$ cat config.mk
export PLATFORM = sky130hd
export DESIGN_NAME = ir_pulse_width_frame_decoder_top
export DESIGN_NICKNAME = d
export VERILOG_FILES = /design/src/rtl/irpwfd_pkg.sv /design/src/rtl/ir_pulse_width_frame_decoder_top.sv
export VERILOG_INCLUDE_DIRS = /design/src /design/src/rtl
export SDC_FILE = /design/constraint.sdc
export NUM_CORES = 1
export LEC_CHECK = 0
export BUFFER_PORTS_ARGS = -buffer_cell sky130_fd_sc_hd__buf_2
export CELL_PAD_IN_SITES_DETAIL_PLACEMENT = 1
export CELL_PAD_IN_SITES_GLOBAL_PLACEMENT = 2
export CORE_UTILIZATION = 44
export CTS_CLUSTER_DIAMETER = 30
export DETAILED_ROUTE_END_ITERATION = 8
export GPL_TIMING_DRIVEN = 0
export PLACE_DENSITY = 0.92
export REMOVE_ABC_BUFFERS = 1
export SYNTH_ARGS = -nofsm -noshare
export SYNTH_HDL_FRONTEND = slang
export SYNTH_SLANG_ARGS = --single-unit
$ cat constraint.sdc
create_clock -name clk -period 11.2 [get_ports clk]
set_clock_uncertainty 0.15 [all_clocks]
set_input_delay 2.24 -clock clk [delete_from_list [all_inputs] [get_ports clk]]
set_output_delay 2.24 -clock clk [all_outputs]
set_load 0.01 [all_outputs]
$ cat src/rtl/ir_pulse_width_frame_decoder_top_defines.svh
// ----------------------------------------------------------------------------
// IR pulse width frame decoder assertion macros
// Concurrent check wrappers on clk, with and without the synchronous reset.
// ----------------------------------------------------------------------------
`ifndef IR_PULSE_WIDTH_FRAME_DECODER_TOP_DEFINES_SVH
`define IR_PULSE_WIDTH_FRAME_DECODER_TOP_DEFINES_SVH

`ifndef NO_ASSERTIONS
`define IRPWFD_ASSERT(name, prop, msg) \
  name: assert property (@(posedge clk) disable iff (rst) (prop)) else $error(msg);
`define IRPWFD_ASSERT_ANY(name, prop, msg) \
  name: assert property (@(posedge clk) (prop)) else $error(msg);
`else
`define IRPWFD_ASSERT(name, prop, msg)
`define IRPWFD_ASSERT_ANY(name, prop, msg)
`endif

`endif

$ cat src/rtl/irpwfd_pkg.sv
// ----------------------------------------------------------------------------
// IR pulse width frame decoder package
// Register codes, reset values, state encodings and window compare helpers.
// ----------------------------------------------------------------------------
package irpwfd_pkg;

  localparam int DUR_W     = 16;
  localparam int CFG_IDX_W = 3;
  localparam int IDX_OUT_W = 5;

  typedef logic [DUR_W-1:0] dur_t;

  typedef enum logic [CFG_IDX_W-1:0] {
    REG_LEADER_MARK  = 3'd0,
    REG_LEADER_SPACE = 3'd1,
    REG_BIT_MARK     = 3'd2,
    REG_ZERO_SPACE   = 3'd3,
    REG_ONE_SPACE    = 3'd4,
    REG_STOP_SPACE   = 3'd5,
    REG_TOLERANCE    = 3'd6
  } cfg_reg_t;

  localparam dur_t RST_LEADER_MARK  = 16'd4400;
  localparam dur_t RST_LEADER_SPACE = 16'd4400;
  localparam dur_t RST_BIT_MARK     = 16'd540;
  localparam dur_t RST_ZERO_SPACE   = 16'd540;
  localparam dur_t RST_ONE_SPACE    = 16'd1620;
  localparam dur_t RST_STOP_SPACE   = 16'd5220;
  localparam dur_t RST_TOLERANCE    = 16'd200;

  localparam logic [7:0] MASK_MSB = 8'h80;

  typedef enum logic [3:0] {
    PH_LEADER = 4'b0001,
    PH_DATA   = 4'b0010,
    PH_STOP   = 4'b0100,
    PH_FAIL   = 4'b1000
  } phase_t;

  typedef enum logic [5:0] {
    ST_IDLE  = 6'b000001,
    ST_CHECK = 6'b000010,
    ST_APPLY = 6'b000100,
    ST_READ  = 6'b001000,
    ST_LOAD  = 6'b010000,
    ST_SHOW  = 6'b100000
  } ctrl_t;

  typedef struct packed {
    logic mark_lead;
    logic mark_bit;
    logic space_lead;
    logic space_zero;
    logic space_one;
    logic stop_lo_ok;
    logic stop_hi_ok;
  } match_t;

  function automatic dur_t win_lo(input dur_t nom, input dur_t tol);
    return (nom > tol) ? dur_t'(nom - tol) : '0;
  endfunction

  function automatic logic below_hi(input dur_t nom, input dur_t tol, input dur_t d);
    logic [DUR_W:0] hi;
    hi = {1'b0, nom} + {1'b0, tol};
    return {1'b0, d} <= hi;
  endfunction

  function automatic logic in_win(input dur_t nom, input dur_t tol, input dur_t d);
    return (d >= win_lo(nom, tol)) && below_hi(nom, tol, d);
  endfunction

endpackage

$ cat src/rtl/ir_pulse_width_frame_decoder_top.sv
// ----------------------------------------------------------------------------
// IR pulse width frame decoder
// Classifies mark/space pairs into leader, data bits and stop, buffers the
// frame bytes in a local memory and plays the frame out once it ends.
// ----------------------------------------------------------------------------
// Requests: a request is taken in idle, then compared and applied (take,
// compare, update); item_stall stays high until the decoder is back in idle,
// so a new request is not taken before the last one is retired.
// Frame play-out: starts once the final stop request retires; each byte is
// read from memory, loaded and handed off, waiting out any output stall.
// Reset: synchronous; control and config registers return to their defaults
// and the decoder waits for a leader; frame memory is not cleared, needs no sweep.
`include "ir_pulse_width_frame_decoder_top_defines.svh"

module ir_pulse_width_frame_decoder_top #(
  parameter int BLOCK_BYTES = 6,
  parameter int FRAME_BYTES = 18
) (
  input  logic                                clk,
  input  logic                                rst,
  input  logic                                cfg_write,
  input  logic [irpwfd_pkg::CFG_IDX_W-1:0]    cfg_index,
  input  irpwfd_pkg::dur_t                    cfg_data,
  input  logic                                item_valid,
  output logic                                item_stall,
  input  logic                                func,
  input  irpwfd_pkg::dur_t                    mark_us,
  input  irpwfd_pkg::dur_t                    space_us,
  output logic                                byte_valid,
  input  logic                                byte_stall,
  output logic [7:0]                          data_byte,
  output logic [irpwfd_pkg::IDX_OUT_W-1:0]    byte_index,
  output logic                                last
);

  localparam int CW         = $clog2(FRAME_BYTES + 1);
  localparam int AW         = (FRAME_BYTES > 1) ? $clog2(FRAME_BYTES) : 1;
  localparam int ONE_BLOCK  = BLOCK_BYTES;
  localparam int TWO_BLOCK  = 2 * BLOCK_BYTES;
  localparam int TRI_BLOCK  = 3 * BLOCK_BYTES;

  irpwfd_pkg::dur_t leader_mark_us;
  irpwfd_pkg::dur_t leader_space_us;
  irpwfd_pkg::dur_t bit_mark_us;
  irpwfd_pkg::dur_t zero_space_us;
  irpwfd_pkg::dur_t one_space_us;
  irpwfd_pkg::dur_t stop_space_us;
  irpwfd_pkg::dur_t tolerance_us;

  irpwfd_pkg::ctrl_t  ctrl;
  irpwfd_pkg::phase_t phase;
  irpwfd_pkg::phase_t phase_next;
  irpwfd_pkg::match_t match;
  irpwfd_pkg::match_t match_next;

  logic             item_func;
  irpwfd_pkg::dur_t item_mark;
  irpwfd_pkg::dur_t item_space;

  logic [7:0]    bit_mask;
  logic [7:0]    bit_mask_next;
  logic [7:0]    shift_byte;
  logic [7:0]    shift_byte_next;
  logic [CW-1:0] byte_count;
  logic [CW-1:0] byte_count_next;
  logic [CW-1:0] count_inc;
  logic [CW-1:0] idx;
  logic [CW-1:0] idx_inc;
  logic [7:0]    shift_bit;
  logic [7:0]    mask_shift;
  logic          store_byte;
  logic          emit;
  logic          mem_we;

  logic [7:0] frame_store [FRAME_BYTES];
  logic [7:0] rd_data;

  assign item_stall = (ctrl != irpwfd_pkg::ST_IDLE);
  assign count_inc  = CW'(byte_count + 1'b1);
  assign idx_inc    = CW'(idx + 1'b1);
  assign mem_we     = (ctrl == irpwfd_pkg::ST_APPLY) && store_byte;

  always_ff @(posedge clk) begin
    if (rst) begin
      leader_mark_us  <= irpwfd_pkg::RST_LEADER_MARK;
      leader_space_us <= irpwfd_pkg::RST_LEADER_SPACE;
      bit_mark_us     <= irpwfd_pkg::RST_BIT_MARK;
      zero_space_us   <= irpwfd_pkg::RST_ZERO_SPACE;
      one_space_us    <= irpwfd_pkg::RST_ONE_SPACE;
      stop_space_us   <= irpwfd_pkg::RST_STOP_SPACE;
      tolerance_us    <= irpwfd_pkg::RST_TOLERANCE;
    end else if (cfg_write) begin
      unique case (irpwfd_pkg::cfg_reg_t'(cfg_index))
        irpwfd_pkg::REG_LEADER_MARK:  leader_mark_us  <= cfg_data;
        irpwfd_pkg::REG_LEADER_SPACE: leader_space_us <= cfg_data;
        irpwfd_pkg::REG_BIT_MARK:     bit_mark_us     <= cfg_data;
        irpwfd_pkg::REG_ZERO_SPACE:   zero_space_us   <= cfg_data;
        irpwfd_pkg::REG_ONE_SPACE:    one_space_us    <= cfg_data;
        irpwfd_pkg::REG_STOP_SPACE:   stop_space_us   <= cfg_data;
        irpwfd_pkg::REG_TOLERANCE:    tolerance_us    <= cfg_data;
        default: ;
      endcase
    end
  end

  always_comb begin
    match_next.mark_lead  = irpwfd_pkg::in_win(leader_mark_us, tolerance_us, item_mark);
    match_next.mark_bit   = irpwfd_pkg::in_win(bit_mark_us, tolerance_us, item_mark);
    match_next.space_lead = irpwfd_pkg::in_win(leader_space_us, tolerance_us, item_space);
    match_next.space_zero = irpwfd_pkg::in_win(zero_space_us, tolerance_us, item_space);
    match_next.space_one  = irpwfd_pkg::in_win(one_space_us, tolerance_us, item_space);
    match_next.stop_lo_ok = item_space >= irpwfd_pkg::win_lo(stop_space_us, tolerance_us);
    match_next.stop_hi_ok = irpwfd_pkg::below_hi(stop_space_us, tolerance_us, item_space);
  end

  always_comb begin
    phase_next      = phase;
    bit_mask_next   = bit_mask;
    shift_byte_next = shift_byte;
    byte_count_next = byte_count;
    store_byte      = 1'b0;
    emit            = 1'b0;
    shift_bit       = match.space_zero ? shift_byte : (shift_byte | bit_mask);
    mask_shift      = bit_mask >> 1;
    if (item_func) begin
      phase_next      = irpwfd_pkg::PH_LEADER;
      bit_mask_next   = irpwfd_pkg::MASK_MSB;
      shift_byte_next = '0;
      byte_count_next = '0;
    end else begin
      unique case (phase)
        irpwfd_pkg::PH_LEADER: begin
          phase_next = (match.mark_lead && match.space_lead) ?
                       irpwfd_pkg::PH_DATA : irpwfd_pkg::PH_FAIL;
        end
        irpwfd_pkg::PH_DATA: begin
          phase_next = irpwfd_pkg::PH_FAIL;
          if (match.mark_bit && (match.space_zero || match.space_one)) begin
            phase_next = irpwfd_pkg::PH_DATA;
            if (mask_shift == '0) begin
              store_byte      = 1'b1;
              byte_count_next = count_inc;
              shift_byte_next = '0;
              bit_mask_next   = irpwfd_pkg::MASK_MSB;
              if (32'(count_inc) == ONE_BLOCK || 32'(count_inc) == TWO_BLOCK ||
                  32'(count_inc) >= FRAME_BYTES) begin
                phase_next = irpwfd_pkg::PH_STOP;
              end
            end else begin
              shift_byte_next = shift_bit;
              bit_mask_next   = mask_shift;
            end
          end
        end
        irpwfd_pkg::PH_STOP: begin
          phase_next = irpwfd_pkg::PH_FAIL;
          if (match.mark_bit && match.stop_lo_ok) begin
            if (match.stop_hi_ok) begin
              if (32'(byte_count) == ONE_BLOCK || 32'(byte_count) == TWO_BLOCK) begin
                phase_next = irpwfd_pkg::PH_LEADER;
              end
            end else if (32'(byte_count) == TWO_BLOCK || 32'(byte_count) == TRI_BLOCK) begin
              phase_next = irpwfd_pkg::PH_STOP;
              emit       = 1'b1;
            end
          end
        end
        irpwfd_pkg::PH_FAIL: ;
        default: ;
      endcase
    end
  end

  always_ff @(posedge clk) begin
    if (mem_we) begin
      frame_store[byte_count[AW-1:0]] <= shift_bit;
    end
    rd_data <= frame_store[idx[AW-1:0]];
  end

  always_ff @(posedge clk) begin
    if (rst) begin
      ctrl       <= irpwfd_pkg::ST_IDLE;
      phase      <= irpwfd_pkg::PH_LEADER;
      bit_mask   <= irpwfd_pkg::MASK_MSB;
      shift_byte <= '0;
      byte_count <= '0;
      idx        <= '0;
      byte_valid <= 1'b0;
    end else begin
      unique case (ctrl)
        irpwfd_pkg::ST_IDLE: begin
          if (item_valid) begin
            item_func  <= func;
            item_mark  <= mark_us;
            item_space <= space_us;
            ctrl       <= irpwfd_pkg::ST_CHECK;
          end
        end
        irpwfd_pkg::ST_CHECK: begin
          match <= match_next;
          ctrl  <= irpwfd_pkg::ST_APPLY;
        end
        irpwfd_pkg::ST_APPLY: begin
          phase      <= phase_next;
          bit_mask   <= bit_mask_next;
          shift_byte <= shift_byte_next;
          byte_count <= byte_count_next;
          if (emit) begin
            idx  <= '0;
            ctrl <= irpwfd_pkg::ST_READ;
          end else begin
            ctrl <= irpwfd_pkg::ST_IDLE;
          end
        end
        irpwfd_pkg::ST_READ: begin
          ctrl <= irpwfd_pkg::ST_LOAD;
        end
        irpwfd_pkg::ST_LOAD: begin
          data_byte  <= rd_data;
          byte_index <= irpwfd_pkg::IDX_OUT_W'(idx);
          last       <= (idx_inc == byte_count);
          byte_valid <= 1'b1;
          ctrl       <= irpwfd_pkg::ST_SHOW;
        end
        irpwfd_pkg::ST_SHOW: begin
          if (!byte_stall) begin
            byte_valid <= 1'b0;
            if (last) begin
              phase      <= irpwfd_pkg::PH_LEADER;
              bit_mask   <= irpwfd_pkg::MASK_MSB;
              shift_byte <= '0;
              byte_count <= '0;
              ctrl       <= irpwfd_pkg::ST_IDLE;
            end else begin
              idx  <= idx_inc;
              ctrl <= irpwfd_pkg::ST_READ;
            end
          end
        end
        default: ctrl <= irpwfd_pkg::ST_IDLE;
      endcase
    end
  end

  `IRPWFD_ASSERT(a_no_take_while_out, byte_valid |-> item_stall, "request taken in play-out")
  `IRPWFD_ASSERT(a_store_in_data, mem_we |-> phase == irpwfd_pkg::PH_DATA, "store outside data")
  `IRPWFD_ASSERT(a_count_bound, 32'(byte_count) <= FRAME_BYTES, "byte count beyond frame")
  `IRPWFD_ASSERT(a_idx_bound, ctrl == irpwfd_pkg::ST_SHOW |-> idx < byte_count, "index past count")
  `IRPWFD_ASSERT_ANY(a_reset_quiet, rst |=> !byte_valid, "output valid after reset")

endmodule
==> run summary <==
The highest cell delay on the worst timing path came out at 0.86 ns. The via count of the first global-routing pass is 24800. The total internal power came out at 3.30 mW. The number of buffer cells added on primary ports is 72. For this run, design rule violations remaining after detail routing come to 0. The flow ran to the end, and the final reports show no timing, DRC or antenna violations. The register bit count reported by yosys came out at 355.

The maximum number of pins on one net before global-route repair came out at 84. The number of distinct library cells after synthesis is 79. The residual antenna-violating net count after detailed routing is 0. The maximum resistive drop on vdd came out at 0.112 mV. The cell area after synthesis is 0.0268 mm^2. The clock network burns 55.2% of the power. The biggest area contributor in the post-synthesis netlist is edfxtp_1. The worst setup path is captured at a flop. The clock input transition at the sequential cells of the worst setup and hold paths is about 0.05 ns.

Dividing the detail-routed via count by the number of cells gives 6.04. The total number of clock tree sinks came out at 355. The final non-filler cell total came out at 3829. The global-route wire length before repair came out at 141 mm. The I/O pin count came out at 73.

The actual slew at the worst max-slew pin came out at 1.31 ns. The growth of design area from synthesis to finish came out at 14.5%. The standby leakage power came out at 12.1 nW. The final layout contains roughly 3400 nets. For this run, asynchronously set or reset flops after synthesis account for 0%. Counting stages on the worst path, the most repeated cell is o21ai_0. The total grt overflow is 0. The top cell type's share of synthesized area came out at between 20 and 25%. The worst setup path is launched from a flop. The post-detailed-route wirelength per cell is around 24 um. The max-capacitance violation count is 0. The portion of total power attributed to sequential cells came out at 31.3%. The clock root buffer is clkbuf_16. After floorplanning, the core was divided into 90 placement rows. The startpoint identified for the worst register-to-register timing path is tolerance_us[1]. Wires add up to 92.2 mm.

The number of buffer and inverter stages on the critical path is 1. In this run the register-to-register setup slack is 4.83 ns. Counting instances in the post-synthesis netlist gives the leading cell types as ha_1, nand2_1, a21oi_1.

Traced cell by cell, the critical path runs through inv_1, fa_1, a211oi_2, o21ai_1, a221o_1, a21o_1, a2111oi_4, nor2_2, nand3_1, ha_1, a2111o_1, a31oi_1, o21ai_0, a221oi_1, o21ai_0, o21a_1. The via count came out at 23100. The total placed instance area is 0.0277 mm^2. The worst path arrival time is 6.56 ns. The clock network latency to the later pin of the worst-skew pair came out at 0.66 ns. The post-placement cell count is 3668. In the synthesized netlist the dominant register cell turns out to be edfxtp_1.

The number of instances in the synthesized netlist came out at 2940. The initial cell density of the core came out at 44.5%. Counting cells, the worst reg-to-reg path comes to 16.

The switching share of total power came out at 27.8%. The global-route total usage across every layer came out at 29.5%. The cell with the most instances after synthesis is ha_1. For this run, the number of Yosys warnings is 0. The number of buffers on the longest clock path came out at 3. The highest-delay cell along the critical path is dfxtp_1. The floorplan step defined a die boundary enclosing 0.0619 mm^2. The number of hold buffers added after CTS was 0. Buffers added to address setup during post-CTS repair amount to 0.

The endpoint with the worst hold slack is data_byte[6]. The end of the worst register-to-register path is match[4]. The count of flip-flops with a built-in enable after synthesis is 198. The final standard cell area without fillers is 0.0307 mm^2. TritonCTS built the clock tree. The data required time of the worst path is about 11 ns. The portion of the post-synthesis area used by sequential elements is 33.9%. Setup repair after global routing left no endpoint under its margin.

The H-tree generated during clock tree synthesis spans 3 levels. The height of the die is ~250 um. Of the cells placed in the final design, the portion with a size suffix greater than 1 is 9.52%.

The family with the most delay on the worst path is compound AO/OA/AOI/OAI gates. The total core area is about 0.06 mm^2. The switching power came out at 1.27 mW.

The initial antenna violation count came to 1. The final period demand of the worst path is 6.37 ns. The HPWL after detailed placement came out at 65.8 mm. The portion of total power attributed to combinational logic came out at a little over an eighth.

The power density of the placed cells is 149 mW/mm^2. The number of iterations in the first detailed-routing pass came out at 5. The cell depth of the worst hold path came out at 0. The global placement routability congestion came out at 0.916. The share of the clock period used by the worst path came out at around 57%. The floorplan step set the die width to 249 um. The number of cells upsized or downsized after cts is 0.

The count of final hold-check violations is 0. The number of setup violations in the final report came out at 0. In this run the mean area of a mapped cell was 9.12 um^2. Setup total negative slack on the finished layout was measured at 0 ns. After layout, the design draws a total of 4.57 mW. The path class of the tightest hold or removal check is reg2reg. The number of pins with negative max-slew slack in the final report is 0. The critical path is of the reg2reg type. Buffers inserted during clock tree synthesis total 86. Based on the critical path, the design can be clocked at up to 157 MHz.

The maximum fanout count along the critical path came out at 17. Yosys attributes the largest share of cell area to edfxtp_1, ha_1, dfxtp_1. The headroom to the max-slew limit is 12.7%. The launch point of the worst hold path is rd_data[6]. The fill cell total of the finished layout is 6819. The violation count after the first detailed-route iteration came out at 1392.
-- layout by cell type (no fill, tap or decap), types with 16 or more instances in the layout --
| master | count |
|---|---|
| nand2b_1 | 32 |
| nand3_1 | 58 |
| ha_1 | 391 |
| buf_2 | 71 |
| nor3_1 | 61 |
| inv_1 | 122 |
| a31oi_1 | 25 |
| nor2b_1 | 44 |
| a211oi_1 | 16 |
| nor4_1 | 21 |
| a21o_1 | 86 |
| nand2_1 | 376 |
| mux4_2 | 40 |
| xnor2_1 | 110 |
| o21ai_0 | 115 |
| or3_1 | 22 |
| edfxtp_1 | 198 |
| dfxtp_1 | 155 |
| o21bai_1 | 29 |
| a21oi_1 | 282 |
| o21a_1 | 26 |
| nor2_1 | 244 |
| xor2_1 | 31 |
| nand4_1 | 42 |
| clkbuf_16 | 86 |
| nand3b_1 | 33 |
-- layer usage --
layer  track usage [%]  vias to the layer above  share of wire (%)
met3              4.23                      258                4.2
met1              33.6                    11500                 40
met5                 0                        -                  0
met4              17.1                        0                5.8
li1                  -                    10800                  -
met2              52.6                      598                 50
-- logic make-up after synthesis --
| family | Yosys count | share of synthesized area [%] |
|---|---|---|
| compound gates | 728 | 17.1 |
| buf+inv | 252 | 3.67 |
| mux | 53 | 3.85 |
| fa+ha+maj | 403 | 19.1 |
| xor+xnor | 141 | 4.61 |
| simple gates | 1008 | 17.7 |
| flops | 355 | 33.9 |
-- power by group through the flow --
stage,sequential [mW],clock [mW],combinational (mW)
detailed placement,1.45,0,0.607
global route,1.43,2.61,0.692
finish,1.43,2.52,0.618
floorplan,1.43,0,0.423
global placement,1.45,0,0.571
CTS,1.43,2.55,0.615
-- flip-flops by register name (all words and copies together), names as in the netlist, 4 cells and up --
signal and cells:
byte_count 5, rd_data 8, one_space_us 16, leader_mark_us 16, bit_mask 8, match 7
idx 5, ctrl 6, frame_store 144, bit_mark_us 16, data_byte 8, item_mark 16
phase 4, item_space 16, stop_space_us 16, byte_index 5, shift_byte 8, tolerance_us 16
leader_space_us 16, zero_space_us 16
-- worst register-to-register path: cells and delay by family, from the launching register on --
family	cells	cell delay [ns]
DFF	1	0.86
buffers and inverters	1	0.86
and+or+nand+nor	2	0.32
adders and majority gates	2	1.04
AOI/OAI and AO/OA	11	2.84
-- area by class of cell --
class                      instances  area (um^2)  area share [%]
antenna                            1         2.50         0.00815
tap                              782          978            3.19
multi-input combinational       2333        16800            54.6
clock buffer                     105         2260            7.38
clock inverter                    55          711            2.32
inverter                         122          458            1.49
timing repair buffer              76          424            1.38
sequential                       355         9090            29.6
-- worst max path at each step --
stage / slack [ns] / cells past startpoint / to / start
6_report: 4.83 / 16 / match[4] / tolerance_us[1]
5_1_grt: 4.54 / 16 / match[4] / tolerance_us[1]
4_1_cts: 4.86 / 16 / match[4] / tolerance_us[1]
3_5_place_dp: 4.91 / 16 / match[4] / tolerance_us[1]
3_3_place_gp: 2.59 / 2 / item_space[10] / rst
2_1_floorplan: 5.89 / 1 / item_func / rst
-- metrics by stage --
stage	util [%]	setup slack [ns]	hold WS [ns]
global route	50.9	4.54	0.277
detailed placement	46.0	4.91	0.247
floorplan	-	5.89	0.236
finish	50.9	4.83	0.263
global placement	45.8	2.59	0.239
CTS	50.9	4.86	0.265
Note: power is estimated with default switching activity, not from simulation.
